## src/aaa_pkg.sv

```systemverilog
`timescale 1ns / 1ps
// ----------------------------------------------------------------------------
// aaa_pkg
// Shared widths, codes, tracker state type and saturating add for the
// altitude ascent accumulator.
// ----------------------------------------------------------------------------
package aaa_pkg;

	localparam int ALT_W   = 16;          // altitude, metres, signed
	localparam int TOTAL_W = 24;          // ascent total, unsigned
	localparam int THR_W   = 8;           // turn threshold
	localparam int DIFF_W  = ALT_W + 1;   // difference of two altitudes
	localparam int CFG_IDX_W  = 2;
	localparam int CFG_DATA_W = 8;

	// feet = floor(|rel| * 328 / 100), done as |rel| * ceil(328 * 2^24 / 100) >> 24.
	// Error stays below 1/25 over the whole altitude range, so the floor is exact.
	localparam int FEET_NUM     = 328;
	localparam int FEET_DEN     = 100;
	localparam int FEET_SHIFT   = 24;
	localparam int FEET_RECIP_W = 26;
	localparam logic [FEET_RECIP_W-1:0] FEET_RECIP = FEET_RECIP_W'(
		((longint'(FEET_NUM) << FEET_SHIFT) + longint'(FEET_DEN) - 1) / longint'(FEET_DEN));
	localparam int PROD_W = DIFF_W + FEET_RECIP_W;
	localparam int REL_W  = PROD_W - FEET_SHIFT;   // 19-bit relative altitude

	localparam logic [TOTAL_W-1:0] TOTAL_MAX = {TOTAL_W{1'b1}};
	localparam logic [THR_W-1:0]   THR_RESET = THR_W'(5);

	localparam logic KIND_START  = 1'b0;
	localparam logic KIND_SAMPLE = 1'b1;

	typedef enum logic [CFG_IDX_W-1:0] {
		CFG_ENABLED        = 2'd0,
		CFG_TURN_THRESHOLD = 2'd1,
		CFG_REPORT_IN_FEET = 2'd2
	} aaa_cfg_idx_t;

	typedef logic signed [ALT_W-1:0] alt_t;

	typedef struct packed {
		alt_t               start_point;
		alt_t               last_turn;
		alt_t               prev_alt;
		alt_t               peak;
		logic [TOTAL_W-1:0] committed;
		logic               up;
	} aaa_state_t;

	// a + b, clamped at TOTAL_MAX
	function automatic logic [TOTAL_W-1:0] sat_add(input logic [TOTAL_W-1:0] a,
			input logic [DIFF_W-1:0] b);
		logic [TOTAL_W:0] sum;
		sum = {1'b0, a} + (TOTAL_W+1)'(b);
		if (sum >= {1'b0, TOTAL_MAX})
			return TOTAL_MAX;
		return sum[TOTAL_W-1:0];
	endfunction

endpackage

```

## src/aaa_step.sv

```systemverilog
`timescale 1ns / 1ps
// ----------------------------------------------------------------------------
// aaa_step
// Next tracker state and running ascent total for one altitude word.
// ----------------------------------------------------------------------------
module aaa_step import aaa_pkg::*; (
	input  aaa_state_t         cur,
	input  logic               kind,
	input  alt_t               altitude,
	input  logic               enabled,
	input  logic [THR_W-1:0]   turn_threshold,
	output aaa_state_t         nxt,
	output logic [TOTAL_W-1:0] total
);

	logic signed [DIFF_W-1:0] alt_x;
	logic signed [DIFF_W-1:0] prev_x;
	logic signed [DIFF_W-1:0] drop;
	logic signed [DIFF_W-1:0] rise;
	logic signed [DIFF_W-1:0] climb;
	logic signed [DIFF_W-1:0] gain;
	logic signed [DIFF_W-1:0] thr_x;

	assign alt_x  = DIFF_W'(altitude);
	assign prev_x = DIFF_W'(cur.prev_alt);
	assign drop   = prev_x - alt_x;
	assign rise   = alt_x - prev_x;
	assign climb  = prev_x - DIFF_W'(cur.last_turn);
	assign thr_x  = $signed({{(DIFF_W-THR_W){1'b0}}, turn_threshold});

	always_comb begin
		nxt = cur;
		if (kind == KIND_START) begin
			nxt.start_point = altitude;
			nxt.last_turn   = altitude;
			nxt.prev_alt    = altitude;
			nxt.peak        = altitude;
			nxt.committed   = '0;
			nxt.up          = 1'b1;
		end else if (enabled) begin
			if (altitude > cur.peak)
				nxt.peak = altitude;
			if (cur.up) begin
				if (altitude >= cur.prev_alt) begin
					nxt.prev_alt = altitude;
				end else if (drop >= thr_x) begin
					// climb over: bank it, pivot stays at prev_alt
					if (climb > 0)
						nxt.committed = sat_add(cur.committed, climb);
					nxt.last_turn = cur.prev_alt;
					nxt.up        = 1'b0;
				end
			end else begin
				if (altitude <= cur.prev_alt) begin
					nxt.prev_alt = altitude;
				end else if (rise >= thr_x) begin
					nxt.last_turn = cur.prev_alt;
					nxt.up        = 1'b1;
				end
			end
		end
	end

	assign gain = alt_x - DIFF_W'(nxt.last_turn);

	// climb in progress only counts while heading up and above the pivot
	always_comb begin
		total = nxt.committed;
		if (nxt.up && (gain > 0))
			total = sat_add(nxt.committed, gain);
	end

endmodule

```

## src/altitude_ascent_accumulator_unit.sv

```systemverilog
`timescale 1ns / 1ps
// ----------------------------------------------------------------------------
// altitude_ascent_accumulator_unit
// Total-ascent accumulator with turn hysteresis over altitude samples.
// ----------------------------------------------------------------------------
//  channel | signals                                    | dir | word
//  --------+--------------------------------------------+-----+------------------
//  in      | in_valid, in_ready, kind, altitude          | in  | one sample/start
//  out     | out_valid, out_ready, relative_altitude,    | out | one result/word
//          | ascent_total, peak_altitude, going_up       |     |
//  cfg     | cfg_valid, cfg_ready, cfg_index, cfg_data   | in  | one register write
//
//  One word in per clock, sustained while out_ready is high. An accepted word
//  passes the input register, then tracker update plus feet multiply into
//  stage 2, then the output register, where out_valid rises for it.
//  The tracker state updates when a word leaves the input register, so the next
//  word sees it on reaching the input register, with no bubble.
//  out_ready low stalls the pipe stage by stage; up to three words are held.
//  arst_n clears all valid bits, config to reset values and the tracker state.
//  cfg_ready is always high; writes are expected only while the pipe is empty.
// ----------------------------------------------------------------------------
module altitude_ascent_accumulator_unit import aaa_pkg::*; (
	input  logic                       clk,
	input  logic                       arst_n,

	input  logic                       in_valid,
	output logic                       in_ready,
	input  logic                       kind,
	input  logic signed [ALT_W-1:0]    altitude,

	output logic                       out_valid,
	input  logic                       out_ready,
	output logic signed [REL_W-1:0]    relative_altitude,
	output logic [TOTAL_W-1:0]         ascent_total,
	output logic signed [ALT_W-1:0]    peak_altitude,
	output logic                       going_up,

	input  logic                       cfg_valid,
	output logic                       cfg_ready,
	input  logic [CFG_IDX_W-1:0]       cfg_index,
	input  logic [CFG_DATA_W-1:0]      cfg_data
);

	// config registers
	logic              enabled_q;
	logic [THR_W-1:0]  thr_q;
	logic              feet_q;

	// tracker state
	aaa_state_t        state_q;
	aaa_state_t        state_nxt;
	logic [TOTAL_W-1:0] total_nxt;

	// stage 1: input register
	logic              v_s1;
	logic              kind_s1;
	alt_t              alt_s1;

	// stage 2: tracker results and feet product
	logic              v_s2;
	logic signed [DIFF_W-1:0] rel_s2;
	logic [PROD_W-1:0] prod_s2;
	logic [TOTAL_W-1:0] total_s2;
	alt_t              peak_s2;
	logic              up_s2;

	// flow control
	logic              out_free;
	logic              s2_free;
	logic              adv_s1;
	logic              adv_s2;

	// stage 1 combinational
	logic signed [DIFF_W-1:0] rel_s1;
	logic [DIFF_W-1:0] mag_s1;
	logic [PROD_W-1:0] prod_s1;

	// output formatting
	logic [REL_W-1:0]  feet_mag;
	logic [REL_W-1:0]  rel_fmt;

	assign out_free = !out_valid || out_ready;
	assign s2_free  = !v_s2 || out_free;
	assign adv_s2   = v_s2 && out_free;
	assign adv_s1   = v_s1 && s2_free;
	assign in_ready = !v_s1 || s2_free;
	assign cfg_ready = 1'b1;

	// ---------------- configuration ----------------
	always_ff @(posedge clk or negedge arst_n) begin
		if (!arst_n) begin
			enabled_q <= 1'b0;
			thr_q     <= THR_RESET;
			feet_q    <= 1'b0;
		end else if (cfg_valid && cfg_ready) begin
			unique case (cfg_index)
				CFG_ENABLED:        enabled_q <= cfg_data[0];
				CFG_TURN_THRESHOLD: thr_q     <= cfg_data[THR_W-1:0];
				CFG_REPORT_IN_FEET: feet_q    <= cfg_data[0];
				default: ;  // unmapped index, write dropped
			endcase
		end
	end

	// ---------------- stage 1: input register ----------------
	always_ff @(posedge clk or negedge arst_n) begin
		if (!arst_n) begin
			v_s1 <= 1'b0;
		end else if (in_ready) begin
			v_s1 <= in_valid;
		end
	end

	always_ff @(posedge clk) begin
		if (in_valid && in_ready) begin
			kind_s1 <= kind;
			alt_s1  <= altitude;
		end
	end

	// ---------------- tracker update ----------------
	aaa_step u_step (
		.cur            (state_q),
		.kind           (kind_s1),
		.altitude       (alt_s1),
		.enabled        (enabled_q),
		.turn_threshold (thr_q),
		.nxt            (state_nxt),
		.total          (total_nxt)
	);

	always_ff @(posedge clk or negedge arst_n) begin
		if (!arst_n) begin
			state_q.start_point <= '0;
			state_q.last_turn   <= '0;
			state_q.prev_alt    <= '0;
			state_q.peak        <= '0;
			state_q.committed   <= '0;
			state_q.up          <= 1'b1;
		end else if (adv_s1) begin
			state_q <= state_nxt;
		end
	end

	// relative altitude against the (possibly new) start point; the feet
	// product works on the magnitude so the divide truncates toward zero
	assign rel_s1  = DIFF_W'(alt_s1) - DIFF_W'(state_nxt.start_point);
	assign mag_s1  = rel_s1[DIFF_W-1] ? DIFF_W'(-rel_s1) : DIFF_W'(rel_s1);
	assign prod_s1 = PROD_W'(mag_s1) * PROD_W'(FEET_RECIP);

	// ---------------- stage 2 ----------------
	always_ff @(posedge clk or negedge arst_n) begin
		if (!arst_n) begin
			v_s2 <= 1'b0;
		end else if (s2_free) begin
			v_s2 <= v_s1;
		end
	end

	always_ff @(posedge clk) begin
		if (adv_s1) begin
			rel_s2   <= rel_s1;
			prod_s2  <= prod_s1;
			total_s2 <= total_nxt;
			peak_s2  <= state_nxt.peak;
			up_s2    <= state_nxt.up;
		end
	end

	// ---------------- output register ----------------
	assign feet_mag = prod_s2[PROD_W-1:FEET_SHIFT];

	always_comb begin
		if (feet_q)
			rel_fmt = rel_s2[DIFF_W-1] ? REL_W'(-feet_mag) : feet_mag;
		else
			rel_fmt = REL_W'(rel_s2);   // sign-extends the metre value
	end

	always_ff @(posedge clk or negedge arst_n) begin
		if (!arst_n) begin
			out_valid <= 1'b0;
		end else if (out_free) begin
			out_valid <= v_s2;
		end
	end

	always_ff @(posedge clk) begin
		if (adv_s2) begin
			relative_altitude <= $signed(rel_fmt);
			ascent_total      <= total_s2;
			peak_altitude     <= peak_s2;
			going_up          <= up_s2;
		end
	end

endmodule

```

## config.mk

```make
export PLATFORM = sky130hd
export DESIGN_NAME = altitude_ascent_accumulator_unit
export DESIGN_NICKNAME = d
export VERILOG_FILES = /design/src/aaa_pkg.sv /design/src/aaa_step.sv /design/src/altitude_ascent_accumulator_unit.sv
export SDC_FILE = /design/constraint.sdc
export NUM_CORES = 1
export LEC_CHECK = 0
export BUFFER_PORTS_ARGS = -buffer_cell sky130_fd_sc_hd__buf_2
export CORE_AREA = 8 8 234 191
export DETAILED_ROUTE_END_ITERATION = 12
export DIE_AREA = 0 0 242 199
export PLACE_DENSITY = 0.78
export SLEW_MARGIN = 20
export SYNTH_ARGS = -nofsm -noshare
export SYNTH_HDL_FRONTEND = slang
export SYNTH_SLANG_ARGS = --single-unit
```

## constraint.sdc

```tcl
create_clock -name clk -period 13 [get_ports clk]
set_clock_uncertainty 0.1 [all_clocks]
set_input_delay 3.25 -clock clk [delete_from_list [all_inputs] [get_ports clk]]
set_output_delay 3.25 -clock clk [all_outputs]
set_load 0.005 [all_outputs]
```

==> impl_metrics.env, run 1 <==
export IMPL_dp_hpwl_um=53400
export IMPL_grt_max_degree=101
export IMPL_clk_pin_slew_worst_paths_ns=0.07
export IMPL_cts_tree="done"
export IMPL_holdPathEnd="peak_altitude[2]"
export IMPL_hold_viol_final=0
export IMPL_synth_ff_type="edfxtp_1"
export IMPL_setup_tns_ns=0
export IMPL_rrSetupSlack_ns=1.11
export IMPL_die_y_um=199
export IMPL_postSynthCellCount=2564
export IMPL_cts_setup_buffers=0
export IMPL_crit_fanout=14
export IMPL_grt_pass1_wl_um=107000
export IMPL_worstSetupStartpointType="flip-flop"
export IMPL_drv_cap=0
export IMPL_crit_start="kind_s1"
export IMPL_ys_warn_count=0
export IMPL_drt_vias_per_instance=6.11
export IMPL_root_buffer="clkbuf_16"
export IMPL_crit_arrival_ns=12.13
export IMPL_antenna_found_initial=0
export IMPL_synth_seq_cells=256
export IMPL_synth_edf_count=154
export IMPL_final_max_slew_violation_count=0
export IMPL_tightest_slew_ns=1.10
export IMPL_status="completed"
export IMPL_critPathMostFrequentCell="fa_1"
export IMPL_clock_path_buffers=3
export IMPL_required_ns=13.24
export IMPL_syn_area_um2=24600
export IMPL_start_util=0.600
export IMPL_worstReg2RegEnd="prod_s2[41]"
export IMPL_async_flop_share=0.398
export IMPL_critical_path_class="flip-flop to flip-flop"
export IMPL_cts_sinks=256
export IMPL_cts_buffers=28
export IMPL_syn_avg_cell_area_um2=9.61
export IMPL_nets=3152
export IMPL_fp_coreArea_um2=41100
export IMPL_rows=67
export IMPL_grt_pass1_vias=19400
export IMPL_slowest_stage="edfxtp_1"
export IMPL_crit_path_end_kind="flip-flop"
export IMPL_cts_hold_fix_buffers=0
export IMPL_fmax_mhz=84.1
export IMPL_wl_per_cell_um=21.0
export IMPL_setup_viol=0
export IMPL_place_gp_congestion=1.02
export IMPL_hp_start="peak_s2[2]"
export IMPL_drc=0
export IMPL_h_tree_depth=1
export IMPL_n_fill_cell=3334
export IMPL_rr_worst_depth=36
export IMPL_first_pass_iters=6
export IMPL_port_buffers=93
export IMPL_syn_num_nets=3075
export IMPL_grt_overflow=0
export IMPL_dieArea_um2=48200
export IMPL_worstHoldPathCells=0
export IMPL_synth_seq_area_share=0.291
export IMPL_timing_rr_start="kind_s1"
export IMPL_ys_types=88
export IMPL_rsz0062_at_grt="false"
export IMPL_die_w_um=242
export IMPL_area_growth_syn_to_layout_pct=8.11
export IMPL_grtUsageTotal=0.277
export IMPL_layout_min_cycle_time_ns=11.89
export IMPL_clkLatencyLatePin_ns=0.59
export IMPL_layout_drive_gt1_share=0.0826
export IMPL_io_pins=95
export IMPL_hold_class="flip-flop to flip-flop"
export IMPL_wl_um=67400
export IMPL_finalCritPeriodShare=0.915
export IMPL_cpPeakStageDelay_ns=0.82
export IMPL_slew_headroom=0.265
export IMPL_n_antenna_cell=0
export IMPL_ant_nets=0
export IMPL_ctsResizeCount=0
export IMPL_dr_first_iter_drc_count=1988
export IMPL_vias=19600
[logic make-up (layout without fill, tap and decap cells)]
group	after synthesis	count (layout)	synth area share
other	1	1	0.000152
adders and majority gates	479	479	0.289
buffers and inverters	400	498	0.0612
and+or+nand+nor	643	643	0.131
DFF	256	256	0.291
muxes	76	76	0.0321
AOI/OAI and AO/OA	585	585	0.151
xor gates and xnor gates	124	124	0.0441
[sequential cells by signal (all words and copies together) (netlist names), 8 cells and up]
register / cells
alt_s1: 16
ascent_total: 24
peak_altitude: 16
peak_s2: 16
prod_s2: 19
rel_s2: 17
relative_altitude: 19
state_q: 89
thr_q: 8
total_s2: 24
[final cells by class]
| cell class | instances | area (um^2) | area share |
|---|---|---|---|
| multi-input combinational | 1908 | 16000 | 0.600 |
| sequential | 256 | 7180 | 0.270 |
| inverter | 333 | 1250 | 0.0470 |
| clock buffer | 32 | 716 | 0.0269 |
| tap | 552 | 691 | 0.0259 |
| timing repair buffer | 114 | 626 | 0.0235 |
| clock inverter | 19 | 189 | 0.00709 |
[cells in the final DEF, fill, tap and decap left out, types with 52 or more instances in the layout]
cell type	instances
nand3_1	62
edfxtp_1	154
xnor2_1	72
fa_1	150
xor2_1	52
inv_1	331
ha_1	329
o21ai_0	150
mux2i_1	52
nand2_1	150
a21oi_1	156
dfrtp_1	99
nor2_1	166
buf_2	92
[cell usage after synthesis, types with 21 or more instances]
master,count,area share
a211oi_1,21,0.0064
a21o_1,48,0.015
a21oi_1,157,0.032
and3_1,21,0.0053
clkbuf_1,61,0.0093
dfrtp_1,99,0.10
edfxtp_1,154,0.19
fa_1,150,0.12
ha_1,329,0.17
inv_1,331,0.050
mux2_2,23,0.011
mux2i_1,52,0.021
nand2_1,151,0.023
nand2b_1,24,0.0061
nand3_1,62,0.013
nor2_1,166,0.025
nor2b_1,30,0.0076
nor3_1,42,0.0085
o211ai_1,32,0.0098
o21a_1,32,0.0098
o21ai_0,150,0.030
or3_1,32,0.0081
xnor2_1,72,0.026
xor2_1,52,0.018
[worst max path at each step]
stage | end | cells after the start | slack, ns
after floorplan | prod_s2[41] | 39 | 1.62
after global placement | prod_s2[41] | 36 | 1.57
after detailed placement | prod_s2[41] | 36 | 1.29
after CTS | prod_s2[41] | 36 | 1.22
after global routing | prod_s2[41] | 36 | 0.58
final | prod_s2[41] | 36 | 1.11
[per-stage QoR]
stage               setup WS, ns  area [um^2]  hold slack [ns]   util  instances
floorplan                   1.62        24600            0.300      -       2564
global placement            1.57        25700            0.302  0.626       3163
detailed placement          1.29        25700            0.306  0.626       3163
CTS                         1.22        26600            0.318  0.648       3214
global route               0.581        26600            0.319  0.648       3214
finish                      1.11        26600            0.314  0.648       3214
[routing by layer]
layer | up-vias | track usage | wire (um)
met5 | - | 0 | 0
met4 | 0 | 0.0497 | 1220
met3 | 97 | 0.0617 | 6650
met2 | 869 | 0.413 | 27800
met1 | 9445 | 0.414 | 31700
li1 | 9212 | - | -
[critical path, delay by kind of cell (launching register included)]
kind | cells | cell delay [ns]
AOI/OAI and AO/OA | 15 | 3.68
adders and majority gates | 8 | 3.60
and+or+nand+nor | 8 | 2.37
DFF | 1 | 0.82
xor gates and xnor gates | 2 | 0.46
muxes | 1 | 0.43
buffers and inverters | 2 | 0.17
Power of run 1 is not shown: default switching activity piles up to over one toggle a cycle in this logic, so the estimate is an artifact.
==> inputs of run 2 (changes only) <==
Settings changed: ABC_AREA set to 1, CORE_AREA 8 8 234 191 to 8 8 243 198, CTS_CLUSTER_DIAMETER set to 40, DIE_AREA 0 0 242 199 to 0 0 251 206.
==> run 2 against run 1 <==
Against the previous run: synthesized cell count grew 31%; via count grew 20%; final cell count grew 26%; sequential share of layout area shrank 2.2 points; synthesized area grew 8.1%; global-route usage grew 4.2 points; maximum frequency grew 21%; routed wire length grew 23%; register-to-register slack gained 2.0 ns; critical path depth shrank 5; critical endpoint is now prod_s2[38].
==> impl_metrics.env, run 2 <==
export IMPL_fmax_mhz=101
export IMPL_cts_setup_buffers=0
export IMPL_ys_types=60
export IMPL_first_pass_iters=6
export IMPL_area_growth_syn_to_layout_pct=8.90
export IMPL_io_pins=95
export IMPL_worstReg2RegEnd="prod_s2[38]"
export IMPL_vias=23500
export IMPL_synth_top_area_share=0.174
export IMPL_setup_viol=0
export IMPL_routed_top_layer="met5"
export IMPL_synth_seq_cells=256
export IMPL_slowest_stage="fa_1"
export IMPL_mostFrequentLayoutCells="nand2_1, inv_1, ha_1, o21ai_0, a21oi_1"
export IMPL_clk_pin_slew_worst_paths_ns=0.06
export IMPL_met1Wirelength_um=38600
export IMPL_hold_slack_ns=0.311
export IMPL_synth_edf_count=154
export IMPL_critPathMostFrequentCell="fa_1"
export IMPL_hold_class="flip-flop to flip-flop"
export IMPL_cts_hold_fix_buffers=0
export IMPL_final_max_slew_violation_count=0
export IMPL_cpPeakStageDelay_ns=0.71
export IMPL_setup_worst_path_end="prod_s2[38]"
export IMPL_clkLatencyLatePin_ns=0.57
export IMPL_crit_start="alt_s1[1]"
export IMPL_rows=69
export IMPL_finalCritPeriodShare=0.758
export IMPL_antenna_found_initial=2
export IMPL_tightest_slew_ns=1.14
export IMPL_largest_reg_flops=89
export IMPL_wl_met2_um=31800
export IMPL_postSynthCellCount=3357
export IMPL_crit_fanout=10
export IMPL_rr_worst_depth=31
export IMPL_syn_avg_cell_area_um2=7.93
export IMPL_syn_area_um2=26600
export IMPL_nets=3946
export IMPL_dr_wl_met3_um=10700
export IMPL_rsz0062_at_grt="false"
export IMPL_wl_per_cell_um=20.5
export IMPL_yosys_area_top_type="edfxtp_1"
export IMPL_ys_warn_count=0
export IMPL_cts_sinks=256
export IMPL_clock_path_buffers=3
export IMPL_start_util=0.605
export IMPL_dp_hpwl_um=67900
export IMPL_ctsResizeCount=0
export IMPL_slew_headroom=0.242
export IMPL_layout_commonest_cell="nand2_1"
export IMPL_ys_top_cells_by_area="edfxtp_1, ha_1, fa_1, nand2_1, dfrtp_1"
export IMPL_worstSetupStartpointType="flip-flop"
export IMPL_regMostFlops="state_q"
export IMPL_required_ns=13.20
export IMPL_async_flop_share=0.398
export IMPL_cts_buffers=40
export IMPL_cp_depth=31
export IMPL_root_buffer="clkbuf_16"
export IMPL_layout_drive_gt1_share=0.0817
export IMPL_place_gp_congestion=0.994
export IMPL_syn_num_nets=3868
export IMPL_layout_min_cycle_time_ns=9.86
export IMPL_crit_family="adder cells"
export IMPL_drc=0
export IMPL_fp_coreArea_um2=44000
export IMPL_critical_path_class="flip-flop to flip-flop"
export IMPL_rrSetupSlack_ns=3.14
export IMPL_die_y_um=206
export IMPL_grt_overflow=0
export IMPL_drv_cap=0
export IMPL_cts_tree="done"
export IMPL_dieArea_um2=51700
export IMPL_port_buffers=93
export IMPL_synth_seq_area_share=0.270
export IMPL_setup_tns_ns=0
export IMPL_grt_max_degree=82
export IMPL_drt_vias_per_instance=5.82
export IMPL_top_regs="state_q: 89 flops, ascent_total: 24 flops, total_s2: 24 flops"
export IMPL_crit_path_end_kind="flip-flop"
export IMPL_yosys_top_cells_count="nand2_1, inv_1, ha_1"
export IMPL_crit_buf_inv=4
export IMPL_dr_first_iter_drc_count=2665
export IMPL_n_antenna_cell=0
export IMPL_ant_nets=0
export IMPL_h_tree_depth=2
export IMPL_grt_pass1_wl_um=128000
export IMPL_yosysMostFrequentCell="nand2_1"
export IMPL_hold_viol_final=0
export IMPL_synth_ff_type="edfxtp_1"
export IMPL_timing_rr_start="alt_s1[1]"
export IMPL_wl_um=82700
export IMPL_grtUsageTotal=0.319
export IMPL_status="completed"
export IMPL_grt_pass1_vias=22600
export IMPL_die_w_um=251
export IMPL_crit_arrival_ns=10.05
## run 2: changes by cell type in the layout (fill, tap and decap cells not counted), sizes merged, moves of 40 or more
cell   previous run  this run
xnor2            72        32
a21o             48         4
nand2           151       711
o21ai           158       234
inv             336       658
nand3            63       161
mux2i            52         1
nor2            166       228
a21oi           157       227
## run 2: worst min-delay path by stage
stage	from	endpoint	slack [ns]	cells after the start
floorplan	total_s2[0]	ascent_total[0]	0.30	0
detailed placement	total_s2[22]	ascent_total[22]	0.30	0
global placement	peak_s2[12]	peak_altitude[12]	0.30	0
global route	peak_s2[3]	peak_altitude[3]	0.32	0
CTS	peak_s2[3]	peak_altitude[3]	0.31	0
finish	peak_s2[3]	peak_altitude[3]	0.31	0
## run 2: worst reg2reg max path, delay by kind of cell (launching register included)
family / cells / cell delay, ns
compound gates: 7 / 1.24
xor+xnor: 3 / 0.95
fa+ha+maj: 8 / 4.26
buf+inv: 4 / 0.73
flops: 1 / 0.70
simple gates: 9 / 1.58
## run 2: kinds of logic after synthesis
| family | synth area share |
|---|---|
| other cells | 0.000141 |
| compound gates | 0.119 |
| flops | 0.270 |
| mux | 0.000376 |
| xor+xnor | 0.0391 |
| simple gates | 0.200 |
| fa+ha+maj | 0.267 |
| buf+inv | 0.105 |
## run 2: final cells by class
class / count / area [um^2]
Fill cell: 3743 / 15000
Timing Repair Buffer: 106 / 566
Inverter: 649 / 2440
Sequential cell: 256 / 7180
Tap cell: 568 / 711
Clock inverter: 26 / 338
Multi-Input combinational cell: 2382 / 16700
Clock buffer: 47 / 1080
## run 2: per-layer routing
metal | track usage | up-vias
met5 | 0 | -
met4 | 0.0677 | 2
met3 | 0.104 | 102
met2 | 0.435 | 1171
met1 | 0.484 | 11200
li1 | - | 11100
## run 2: stage by stage
stage,utilization,setup WS [ns],instances,cell area (um^2)
finish,0.659,3.14,4034,29000
global route,0.659,2.59,4034,29000
CTS,0.658,3.31,4034,29000
detailed placement,0.626,3.34,3961,27600
global placement,0.626,3.64,3961,27600
floorplan,-,4.03,3357,26600
Power of run 2 is left out for the same reason.
==> inputs of run 3 (changes only) <==
Clock period 13 ns to 9.2 ns, I/O delays scaled along.
==> run 3 against run 2 <==
Against the previous run: routed wire length shrank 0.64%; worst hold slack lost 0.0023 ns; critical endpoint unchanged; sequential share of layout area shrank 0.18 points; register-to-register slack lost 2.8 ns; utilization grew 0.48 points; final area grew 0.73%; setup slack lost 2.8 ns.
==> impl_metrics.env, run 3 (synthesized netlist as in run 2, its figures left out) <==
export IMPL_drc=0
export IMPL_root_buffer="clkbuf_16"
export IMPL_worstReg2RegEnd="prod_s2[38]"
export IMPL_crit_fanout=28
export IMPL_setup_viol=0
export IMPL_final_max_slew_violation_count=0
export IMPL_top_regs="state_q: 89 flops, ascent_total: 24 flops, total_s2: 24 flops"
export IMPL_worstHoldPathCells=0
export IMPL_timing_rr_start="kind_s1"
export IMPL_h_tree_depth=2
export IMPL_status="completed"
export IMPL_cts_buffers=36
export IMPL_die_y_um=206
export IMPL_dp_hpwl_um=68100
export IMPL_required_ns=9.38
export IMPL_layout_min_cycle_time_ns=8.84
export IMPL_crit_path_end_kind="flip-flop"
export IMPL_nets=3989
export IMPL_layout_commonest_cell="nand2_1"
export IMPL_layout_drive_gt1_share=0.0950
export IMPL_cts_tree="done"
export IMPL_cts_sinks=256
export IMPL_largest_reg_flops=89
export IMPL_tightest_slew_ns=1.07
export IMPL_rr_worst_depth=33
export IMPL_io_pins=95
export IMPL_rrSetupSlack_ns=0.36
export IMPL_dr_first_iter_drc_count=2818
export IMPL_die_w_um=251
export IMPL_finalCritPeriodShare=0.961
export IMPL_grt_overflow=0
export IMPL_dp_cells=4006
export IMPL_fin_ws_ns=0.360
export IMPL_slowest_stage="fa_1"
export IMPL_grtUsageTotal=0.315
export IMPL_drt_vias_per_instance=5.83
export IMPL_hold_class="flip-flop to flip-flop"
export IMPL_grt_pass1_wl_um=128000
export IMPL_clock_path_buffers=3
export IMPL_fmax_mhz=113
export IMPL_holdPathEnd="peak_altitude[8]"
export IMPL_antenna_found_initial=1
export IMPL_rows=69
export IMPL_first_pass_iters=8
export IMPL_slew_headroom=0.283
export IMPL_mostFrequentLayoutCells="nand2_1, inv_1, ha_1, o21ai_0, a21oi_1"
export IMPL_start_util=0.605
export IMPL_wl_per_cell_um=20.2
export IMPL_worstSetupStartpointType="flip-flop"
export IMPL_clk_pin_slew_worst_paths_ns=0.06
export IMPL_hold_viol_final=0
export IMPL_grt_pass1_vias=22600
export IMPL_area_growth_syn_to_layout_pct=9.70
export IMPL_port_buffers=93
export IMPL_place_gp_congestion=1.06
export IMPL_dieArea_um2=51700
export IMPL_vias=23700
export IMPL_ant_nets=0
export IMPL_critical_path_class="flip-flop to flip-flop"
export IMPL_grt_max_degree=82
export IMPL_crit_arrival_ns=9.02
export IMPL_n_fill_cell=3681
export IMPL_wl_um=82200
export IMPL_drv_cap=0
export IMPL_clkLatencyLatePin_ns=0.54
export IMPL_fin_cells=4074
export IMPL_cpPeakStageDelay_ns=0.70
export IMPL_post_place_ws_ns=0.262
export IMPL_regMostFlops="state_q"
export IMPL_hp_start="peak_s2[8]"
export IMPL_fp_coreArea_um2=44000
[run 3: changes by cell type in the layout (fill, tap and decap cells not counted), moves of 3 or more]
cell / change
clkinv_4: +3
clkbuf_16: -5
clkinv_1: +6
o21ai_1: +5
buf_4: +45
o21ai_0: -6
inv_8: -4
[run 3: critical path, delay by kind of cell, from the launching register on]
kind / cells / cell delay [ns]
adder cells (fa/ha/maj): 8 / 3.78
AO/OA/AOI/OAI: 10 / 1.88
buffers and inverters: 8 / 1.00
XOR/XNOR: 2 / 0.48
flip-flops: 1 / 0.51
AND/OR/NAND/NOR: 5 / 0.79
[run 3: worst max-delay path by stage]
stage | start | end | slack [ns] | cells after the start
3_3_place_gp | kind_s1 | prod_s2[37] | 0.52 | 31
4_1_cts | kind_s1 | prod_s2[38] | 0.26 | 36
2_1_floorplan | kind_s1 | prod_s2[38] | 0.23 | 32
3_5_place_dp | kind_s1 | prod_s2[38] | 0.26 | 36
5_1_grt | kind_s1 | prod_s2[41] | -0.002 | 32
6_report | kind_s1 | prod_s2[38] | 0.36 | 33
[run 3: timing repair]
action                     in CTS  in global routing
hold buffers                    0                  0
buffers inserted                0                  1
resized for setup               0                 32
setup endpoints to repair       0                 40
[run 3: layout make-up]
type	instances	area, um^2	share of cell area
well taps	568	711	0.0243
repair buffers	152	918	0.0314
diodes	1	2.50	0.0000857
inverters	649	2440	0.0835
multi-input cells	2383	16800	0.575
flip-flops and latches	256	7180	0.246
clock inverters	24	223	0.00762
clock buffers	41	930	0.0318
[run 3: layer usage]
metal,vias up,part of all wire,track usage
li1,11200,-,-
met1,11200,0.46,0.480
met2,1304,0.38,0.424
met3,117,0.14,0.107
met4,2,0.022,0.0664
met5,-,0.0010,0.0124
[run 3: stage by stage]
step | hold WS (ns) | utilization | TNS (ns) | area [um^2]
3_3_place_gp | 0.302 | 0.634 | 0 | 27900
5_1_grt | 0.299 | 0.663 | -0.00181 | 29200
2_1_floorplan | 0.300 | - | 0 | 26600
4_1_cts | 0.302 | 0.660 | 0 | 29100
6_report | 0.308 | 0.663 | 0 | 29200
3_5_place_dp | 0.305 | 0.634 | 0 | 27900
Power of run 3 is left out for the same reason.
